**config.mk**
```make
export PLATFORM = sky130hd
export DESIGN_NAME = gain_schedule_interpolator
export DESIGN_NICKNAME = d
export VERILOG_FILES = /design/src/gsi_pkg.sv /design/src/gsi_ram.sv /design/src/gain_schedule_interpolator.sv
export SDC_FILE = /design/constraint.sdc
export NUM_CORES = 2
export LEC_CHECK = 0
export BUFFER_PORTS_ARGS = -buffer_cell sky130_fd_sc_hd__buf_2
export CAP_MARGIN = 20
export CORE_MARGIN = 1
export CORE_UTILIZATION = 50
export CTS_BUF_LIST = sky130_fd_sc_hd__clkbuf_8
export CTS_CLUSTER_DIAMETER = 120
export CTS_CLUSTER_SIZE = 8
export DETAILED_ROUTE_END_ITERATION = 6
export HOLD_SLACK_MARGIN = 0.12
export PLACE_DENSITY = 0.67
export SETUP_SLACK_MARGIN = 0.15
export SYNTH_ARGS = -nofsm -noshare
export SYNTH_HDL_FRONTEND = slang
export SYNTH_HIERARCHICAL = 1
export SYNTH_SLANG_ARGS = --single-unit
```
**constraint.sdc**
```tcl
create_clock -name i_clk -period 19.6 [get_ports i_clk]
set_clock_uncertainty 0.2 [all_clocks]
set_input_delay 3.92 -clock i_clk [delete_from_list [all_inputs] [get_ports i_clk]]
set_output_delay 3.92 -clock i_clk [all_outputs]
set_load 0.01 [all_outputs]
```
**src/gsi_pkg.sv**
```systemverilog
// Shared constants and codes for the gain schedule interpolator.
package gsi_pkg;

    localparam int DEF_MAX_POINTS  = 16;
    localparam int DEF_VALUE_WIDTH = 32;

    localparam int DATA_W   = 32;   // Q16.16 breakpoints, gains and result
    localparam int IDX_W    = 4;
    localparam int CNT_W    = 5;
    localparam int REGION_W = 2;
    localparam int FRAC_W   = 16;   // fraction bits produced by the divider

    localparam logic OP_WRITE  = 1'b0;
    localparam logic OP_LOOKUP = 1'b1;

    localparam logic [REGION_W-1:0] REGION_INTERP = 2'd0;
    localparam logic [REGION_W-1:0] REGION_LOW    = 2'd1;
    localparam logic [REGION_W-1:0] REGION_HIGH   = 2'd2;

endpackage

```
**src/gsi_ram.sv**
```systemverilog
// Generic single write port RAM with registered read.
module gsi_ram #(
    parameter int WIDTH = 64,
    parameter int DEPTH = 16,
    localparam int AW = (DEPTH > 1) ? $clog2(DEPTH) : 1
) (
    input  logic             i_clk,
    input  logic             i_we,
    input  logic [AW-1:0]    i_waddr,
    input  logic [WIDTH-1:0] i_wdata,
    input  logic [AW-1:0]    i_raddr,
    output logic [WIDTH-1:0] o_rdata
);

    logic [WIDTH-1:0] r_mem [DEPTH];
    logic [WIDTH-1:0] r_rdata;

    always_ff @(posedge i_clk) begin
        if (i_we) begin
            r_mem[i_waddr] <= i_wdata;
        end
        r_rdata <= r_mem[i_raddr];
    end

    assign o_rdata = r_rdata;

endmodule

```
**src/gain_schedule_interpolator.sv**
```systemverilog
// Piecewise-linear gain schedule lookup: top level with search and divide sequencer.
//
// Input channel (i_in_valid / o_in_ready) takes one word per handshake. A word with
// opcode write stores a breakpoint/gain pair in the table and gives no result. A
// lookup word gives one result word on the output channel
// (o_out_valid / i_out_ready) carrying the gain and its region code.
// A lookup runs on one table read port and one restoring divider. A query clamped low or high
// takes its gain from an end entry; any other query runs a binary search for its interval,
// then, unless the interval is empty, the divider, which produces one fraction bit per cycle
// (16 bits), then a multiply and an add. The block takes no new word while a lookup is in
// progress, so lookups run one at a time. point_count is written through i_cfg_we /
// i_cfg_data; the user must do so only while the block is idle, which the block itself does
// not enforce; values below 2 act as 2 and values above MAX_POINTS as MAX_POINTS.
// Reset (i_rst_n low, synchronous) returns the sequencer to idle, drops o_out_valid
// and sets point_count to 2. The table is not cleared: entries read before being
// written give undefined results.
// If the receiver stalls, the finished result waits in the output register and the
// sequencer holds in its last step until the output register is free.
module gain_schedule_interpolator
    import gsi_pkg::*;
#(
    parameter int MAX_POINTS  = DEF_MAX_POINTS,
    parameter int VALUE_WIDTH = DEF_VALUE_WIDTH
) (
    input  logic                       i_clk,
    input  logic                       i_rst_n,
    input  logic                       i_in_valid,
    output logic                       o_in_ready,
    input  logic                       i_opcode,
    input  logic [IDX_W-1:0]           i_entry_index,
    input  logic signed [DATA_W-1:0]   i_x_value,
    input  logic signed [DATA_W-1:0]   i_gain_value,
    output logic                       o_out_valid,
    input  logic                       i_out_ready,
    output logic signed [DATA_W-1:0]   o_gain_out,
    output logic [REGION_W-1:0]        o_region,
    input  logic                       i_cfg_we,
    input  logic [CNT_W-1:0]           i_cfg_data
);

    localparam int AW    = $clog2(MAX_POINTS);
    localparam int NW    = (CNT_W > AW + 1) ? CNT_W : AW + 1;
    localparam int EW    = (IDX_W > AW + 1) ? IDX_W : AW + 1;
    localparam int DW    = DATA_W + 1;               // differences of two table values
    localparam int PW    = FRAC_W + 1 + DW;          // fraction times gain difference
    localparam int SUM_W = (VALUE_WIDTH > DW) ? VALUE_WIDTH + 1 : DW + 1;
    localparam int CW    = $clog2(FRAC_W);

    localparam logic signed [SUM_W-1:0] SAT_HI =
        {{(SUM_W - VALUE_WIDTH + 1){1'b0}}, {(VALUE_WIDTH - 1){1'b1}}};
    localparam logic signed [SUM_W-1:0] SAT_LO = ~SAT_HI;

    typedef enum logic [3:0] {
        S_IDLE, S_FIRST, S_LAST, S_PROBE, S_CMP, S_LO, S_HI, S_DIV, S_MUL, S_ADD, S_OUT
    } t_state;

    t_state r_state, n_state;

    logic [CNT_W-1:0]         r_point_count;
    logic signed [DATA_W-1:0] r_x,     n_x;
    logic [AW-1:0]            r_n_last, n_n_last;
    logic [AW-1:0]            r_lo,    n_lo;
    logic [AW-1:0]            r_hi,    n_hi;
    logic signed [DATA_W-1:0] r_bp_lo, n_bp_lo;
    logic signed [DATA_W-1:0] r_g_lo,  n_g_lo;
    logic signed [DW-1:0]     r_dg,    n_dg;
    logic [DW-1:0]            r_w,     n_w;
    logic [DW-1:0]            r_rem,   n_rem;
    logic [FRAC_W-1:0]        r_quo,   n_quo;
    logic [CW-1:0]            r_cnt,   n_cnt;
    logic signed [PW-1:0]     r_prod,  n_prod;
    logic signed [SUM_W-1:0]  r_acc,   n_acc;
    logic [REGION_W-1:0]      r_reg,   n_reg;
    logic                     r_out_valid, n_out_valid;
    logic signed [DATA_W-1:0] r_gain_out,  n_gain_out;
    logic [REGION_W-1:0]      r_region,    n_region;

    // table port
    logic                     ram_we;
    logic [AW-1:0]            ram_waddr, ram_raddr;
    logic [2*DATA_W-1:0]      ram_rdata;
    logic signed [DATA_W-1:0] rd_bp, rd_g;
    logic [EW-1:0]            idx_e;

    logic                     in_fire;
    logic [NW-1:0]            pc_e, n_eff;
    logic [AW:0]              mid_sum;
    logic [AW-1:0]            mid, span;
    logic signed [DW-1:0]     w_s, dx_s, dg_s;
    logic [DW:0]              div_diff;
    logic signed [SUM_W-1:0]  acc_sat;

    assign o_in_ready = (r_state == S_IDLE);
    assign in_fire    = i_in_valid && o_in_ready;

    assign idx_e     = EW'(i_entry_index);
    assign ram_we    = in_fire && (i_opcode == OP_WRITE) && (idx_e < EW'(MAX_POINTS));
    assign ram_waddr = idx_e[AW-1:0];

    assign rd_bp = ram_rdata[2*DATA_W-1:DATA_W];
    assign rd_g  = ram_rdata[DATA_W-1:0];

    gsi_ram #(
        .WIDTH(2 * DATA_W),
        .DEPTH(MAX_POINTS)
    ) u_table (
        .i_clk  (i_clk),
        .i_we   (ram_we),
        .i_waddr(ram_waddr),
        .i_wdata({i_x_value, i_gain_value}),
        .i_raddr(ram_raddr),
        .o_rdata(ram_rdata)
    );

    assign pc_e  = NW'(r_point_count);
    assign n_eff = (pc_e < NW'(2)) ? NW'(2) :
                   (pc_e > NW'(MAX_POINTS)) ? NW'(MAX_POINTS) : pc_e;

    assign mid_sum = {1'b0, r_lo} + {1'b0, r_hi};
    assign mid     = mid_sum[AW:1];
    assign span    = r_hi - r_lo;

    assign w_s  = DW'(rd_bp) - DW'(r_bp_lo);
    assign dx_s = DW'(r_x) - DW'(r_bp_lo);
    assign dg_s = DW'(rd_g) - DW'(r_g_lo);

    // one restoring step: remainder stays below the interval width
    assign div_diff = {r_rem, 1'b0} - {1'b0, r_w};

    assign acc_sat = (r_acc > SAT_HI) ? SAT_HI : (r_acc < SAT_LO) ? SAT_LO : r_acc;

    // read address follows the step that consumes the data in the next cycle
    always_comb begin
        unique case (r_state)
            S_IDLE:  ram_raddr = '0;
            S_FIRST: ram_raddr = r_n_last;
            S_PROBE: ram_raddr = (span > AW'(1)) ? mid : r_lo;
            S_LO:    ram_raddr = r_hi;
            default: ram_raddr = r_lo;
        endcase
    end

    always_comb begin
        n_state     = r_state;
        n_x         = r_x;
        n_n_last    = r_n_last;
        n_lo        = r_lo;
        n_hi        = r_hi;
        n_bp_lo     = r_bp_lo;
        n_g_lo      = r_g_lo;
        n_dg        = r_dg;
        n_w         = r_w;
        n_rem       = r_rem;
        n_quo       = r_quo;
        n_cnt       = r_cnt;
        n_prod      = r_prod;
        n_acc       = r_acc;
        n_reg       = r_reg;
        n_out_valid = r_out_valid && !i_out_ready;
        n_gain_out  = r_gain_out;
        n_region    = r_region;

        unique case (r_state)
            S_IDLE: begin
                if (in_fire && (i_opcode == OP_LOOKUP)) begin
                    n_x      = i_x_value;
                    n_n_last = AW'(n_eff - NW'(1));
                    n_state  = S_FIRST;
                end
            end
            S_FIRST: begin
                if (r_x <= rd_bp) begin
                    n_acc   = SUM_W'(rd_g);
                    n_reg   = REGION_LOW;
                    n_state = S_OUT;
                end else begin
                    n_state = S_LAST;
                end
            end
            S_LAST: begin
                if (r_x >= rd_bp) begin
                    n_acc   = SUM_W'(rd_g);
                    n_reg   = REGION_HIGH;
                    n_state = S_OUT;
                end else begin
                    n_lo    = '0;
                    n_hi    = r_n_last;
                    n_state = S_PROBE;
                end
            end
            S_PROBE: begin
                n_state = (span > AW'(1)) ? S_CMP : S_LO;
            end
            S_CMP: begin
                if (rd_bp <= r_x) begin
                    n_lo = mid;
                end else begin
                    n_hi = mid;
                end
                n_state = S_PROBE;
            end
            S_LO: begin
                n_bp_lo = rd_bp;
                n_g_lo  = rd_g;
                n_state = S_HI;
            end
            S_HI: begin
                n_dg = dg_s;
                if (w_s <= 0) begin
                    // empty interval: lower gain as is
                    n_acc   = SUM_W'(r_g_lo);
                    n_reg   = REGION_INTERP;
                    n_state = S_OUT;
                end else begin
                    n_w     = w_s;
                    n_rem   = dx_s;
                    n_quo   = '0;
                    n_cnt   = CW'(FRAC_W - 1);
                    n_state = S_DIV;
                end
            end
            S_DIV: begin
                if (!div_diff[DW]) begin
                    n_rem = div_diff[DW-1:0];
                end else begin
                    n_rem = {r_rem[DW-2:0], 1'b0};
                end
                n_quo = {r_quo[FRAC_W-2:0], !div_diff[DW]};
                n_cnt = r_cnt - CW'(1);
                if (r_cnt == '0) begin
                    n_state = S_MUL;
                end
            end
            S_MUL: begin
                n_prod  = $signed({1'b0, r_quo}) * r_dg;
                n_state = S_ADD;
            end
            S_ADD: begin
                // arithmetic shift floors the scaled product
                n_acc   = SUM_W'(r_g_lo) + SUM_W'($signed(r_prod[PW-1:FRAC_W]));
                n_reg   = REGION_INTERP;
                n_state = S_OUT;
            end
            S_OUT: begin
                if (!r_out_valid || i_out_ready) begin
                    n_out_valid = 1'b1;
                    n_gain_out  = acc_sat[DATA_W-1:0];
                    n_region    = r_reg;
                    n_state     = S_IDLE;
                end
            end
            default: n_state = S_IDLE;
        endcase
    end

    always_ff @(posedge i_clk) begin
        if (!i_rst_n) begin
            r_state       <= S_IDLE;
            r_out_valid   <= 1'b0;
            r_point_count <= CNT_W'(2);
        end else begin
            r_state     <= n_state;
            r_out_valid <= n_out_valid;
            if (i_cfg_we) begin
                r_point_count <= i_cfg_data;
            end
        end
        r_x        <= n_x;
        r_n_last   <= n_n_last;
        r_lo       <= n_lo;
        r_hi       <= n_hi;
        r_bp_lo    <= n_bp_lo;
        r_g_lo     <= n_g_lo;
        r_dg       <= n_dg;
        r_w        <= n_w;
        r_rem      <= n_rem;
        r_quo      <= n_quo;
        r_cnt      <= n_cnt;
        r_prod     <= n_prod;
        r_acc      <= n_acc;
        r_reg      <= n_reg;
        r_gain_out <= n_gain_out;
        r_region   <= n_region;
    end

    assign o_out_valid = r_out_valid;
    assign o_gain_out  = r_gain_out;
    assign o_region    = r_region;

endmodule

```
==> flow_metrics.tcl <==
set metrics [dict create \
    cts-buffers-inserted 197 \
    rsz0062_at_grt "false" \
    hold_violations 0 \
    cts_htree_levels 4 \
    root_buffer "clkbuf_8" \
    cts_tree "done" \
    rr_worst_depth 22 \
    die-area_sq_mm 0.159 \
    relSlewSlack_pct 25.9 \
    yosysUniqueCellTypes 100 \
    drtAntennaViolNets 0 \
    synth_top_area_share_pct 51.8 \
    viasPerCell 5.74 \
    critical-path-max-stage-delay_ns 0.69 \
    cp_num_buf_inv 2 \
    max_flop_register "u_table/r_mem" \
    critPathArrivalTime_ns 8.78 \
    yosys.cell_count.top_type "edfxtp_1" \
    critical_path_required_ns 20.06 \
    fin_worst_hold_slack_ns 0.219 \
    cp_common_cell "fa_1" \
    grt_pass1_wl_mm 284 \
    drive_above_1_share_pct 12.5 \
    syn_area_sq_mm 0.0786 \
    track_usage_pct 23.7 \
    powerDensity_mw_per_mm2 126 \
    largest_reg_flops 1024 \
    wire_per_inst_microns 23.1 \
    start_util_pct 50.3 \
    gr-total-overflow 0 \
    place.gp.congestion 0.855 \
    rows 145 \
    hpwl_mm 121 \
    syn_to_final_growth_pct 8.06 \
    seq_area_frac_synth_pct 53.6 \
    finalSetupViolations 0 \
    holdBufCountCts 0 \
    crit_family "adder cells" \
    placed_area_sq_mm 0.0816 \
    syn_avg_cell_area_sq_um 13.9 \
    grt_start_max_net_pins 142 \
    fin_crit_sh_pct 42.4 \
    clkSinkCount 1429 \
    clk_latency_ns 0.93 \
    path_cells "buf_4 > nand2_1 > fa_1 > fa_1 > fa_1 > inv_1 > fa_1 > fa_1 > fa_1 > ha_1 > o21ai_0 > a21oi_1 > a221oi_1 > a31oi_1 > a21oi_1 > o311ai_2 > a22oi_1 > o21ai_1 > a21boi_1 > o21bai_1 > a221o_1 > xor2_1" \
    cpMaxStageDelayCell "edfxtp_1" \
    critPathMaxFanout 22 \
    period_minus_slack_ns 8.32 \
    final-max-slew-violation-count 0 \
    dr.pass1.iters 5 \
    io_pins 115 \
    synth.top_cells.by_area "edfxtp_1 52%, fa_1 13%, mux4_2 7.3%" \
    r2r_start "r_quo[3]$_SDFFCE_PN0P_" \
    critical_path.startpoint "r_quo[3]$_SDFFCE_PN0P_" \
    drt_iter0_markers 3747 \
    die_y_microns 399 \
    wl_mm 185 \
    syn_inst 5647 \
    cts_resized 0 \
    synth_top_cell_by_area "edfxtp_1" \
    cp.depth 22 \
    fin_nets 6728 \
    syn_nets 6553 \
    dieWidth_microns 399 \
    seqPwrFrac_pct 36.5 \
    cts_setup_buffers 0 \
    startpoint_type "register" \
    status "finished clean" \
    portBuffers 114 \
    antenna_found_initial 20 \
    grt_pass1_vias 47100 \
    ys.warnings.count 6 \
    reg2reg_slack_ns 11.28 \
    core_area_sq_mm 0.156 \
    end_kind "register" \
    synth_edf_count 1355 \
    p_int_uw 6720 \
    r2r-end "r_prod[43]$_DFFE_PP_" \
    crit_end "r_prod[43]$_DFFE_PP_" \
    clockBufferDepth 3 \
    synth_commonest_cells "1355 x edfxtp_1, 718 x inv_1, 526 x nand2_1" \
    ys_ff_latch 1429 \
    tightest_slew_ns 1.11 \
    fin_setup_tns_ns 0 \
    path_clk_slew_ns 0.07 \
    switching_share_pct 37.4 \
    crit_type "reg2reg" \
    design_area_sq_mm 0.0850 \
    vias 45900 \
    hp-class "reg2reg" \
    synthFlopType "edfxtp_1" \
    fmax_mhz 120 \
    async_flop_share_pct 0 \
    power_switching_uw 4010 \
    cap_viol_max_count 0 \
    p_comb_share_pct 44.4 \
    ir_worst_vdd_mv 0.118 \
    leakage_uw 0.0331 \
    clkPwrFrac_pct 19.1 \
    drcViolationCount 0 \
]
==> power by group through the flow <==
stage	Combinational, uW	Sequential, uW	Clock [uW]
after floorplan	3520	3880	0
after global placement	4690	3970	0
after detailed placement	4750	3980	0
after CTS	4800	3910	2110
after global routing	5300	3930	2230
final	4770	3920	2050
==> routing by layer <==
metal	global-route usage [%]	vias to the layer above	routed length, microns
met1	34.2	23500	80200
met4	5.14	16	3030
met2	37.8	1623	87600
met5	0	-	103
li1	-	20400	-
met3	4.38	254	13600
==> cell families after synthesis <==
group,Yosys count,synth area share (%)
flip-flops,1429,53.6
AND/OR/NAND/NOR,1218,7.31
buffers and inverters,934,4.70
adder cells (fa/ha/maj),827,18.0
AO/OA/AOI/OAI,776,6.62
multiplexers,295,7.84
XOR/XNOR,168,1.87
==> per-stage QoR <==
stage | total power (uW) | instances | utilization [%] | setup WS (ns)
finish | 10700 | 7995 | 54.4 | 11.28
global route | 11400 | 7995 | 54.4 | 10.90
CTS | 10800 | 7993 | 54.4 | 11.26
detailed placement | 8730 | 7681 | 52.2 | 11.26
global placement | 8660 | 7681 | 52.2 | 11.46
floorplan | 7400 | 5647 | - | 9.83
==> worst min path at each step <==
stage	from	slack (ns)	endpoint	cells after the start
6_report	r_reg[0]$_DFFE_PP_	0.22	o_region[0]$_DFFE_PP_	0
5_1_grt	r_reg[1]$_DFFE_PP_	0.23	o_region[1]$_DFFE_PP_	0
4_1_cts	r_reg[0]$_DFFE_PP_	0.22	o_region[0]$_DFFE_PP_	0
3_5_place_dp	r_reg[0]$_DFFE_PP_	0.20	o_region[0]$_DFFE_PP_	0
3_3_place_gp	r_reg[0]$_DFFE_PP_	0.20	o_region[0]$_DFFE_PP_	0
2_1_floorplan	r_reg[0]$_DFFE_PP_	0.20	o_region[0]$_DFFE_PP_	0
==> final cells by class <==
cell class	instances	area [sq um]
antenna	2	5.00
tap	2058	2570
multi-input combinational	3284	33000
inverter	719	2700
sequential	1429	42200
timing repair buffer	191	1160
clock inverter	114	631
fill	12700	71300
clock buffer	198	2730
==> placed cells by master, fill, tap and decap left out, types with 13 or more instances in the layout <==
| cell type | netlist | routed |
|---|---|---|
| buf_4 | 9 | 76 |
| and3_1 | 18 | 17 |
| a31oi_1 | 16 | 16 |
| o21bai_1 | 16 | 16 |
| o21ai_1 | 35 | 35 |
| a22oi_1 | 161 | 161 |
| ha_1 | 319 | 319 |
| nor2b_1 | 37 | 35 |
| nand2_1 | 526 | 525 |
| mux4_2 | 256 | 256 |
| clkbuf_8 | 0 | 198 |
| inv_1 | 718 | 814 |
| nand3_1 | 40 | 40 |
| a21o_1 | 80 | 80 |
| nor3_1 | 45 | 40 |
| a21oi_1 | 174 | 174 |
| dfxtp_1 | 74 | 74 |
| a211oi_1 | 16 | 16 |
| o31a_1 | 13 | 13 |
| nor2_1 | 219 | 201 |
| o21ai_0 | 119 | 118 |
| xnor2_1 | 112 | 112 |
| nand2b_1 | 42 | 41 |
| mux2i_1 | 31 | 31 |
| o21a_1 | 39 | 39 |
| xor2_1 | 56 | 55 |
| and2_1 | 210 | 209 |
| buf_2 | 17 | 114 |
| nor2_4 | 0 | 16 |
| edfxtp_1 | 1355 | 1355 |
| fa_1 | 508 | 508 |
| nand4_1 | 22 | 22 |
Power figures use the tool's default switching activity.
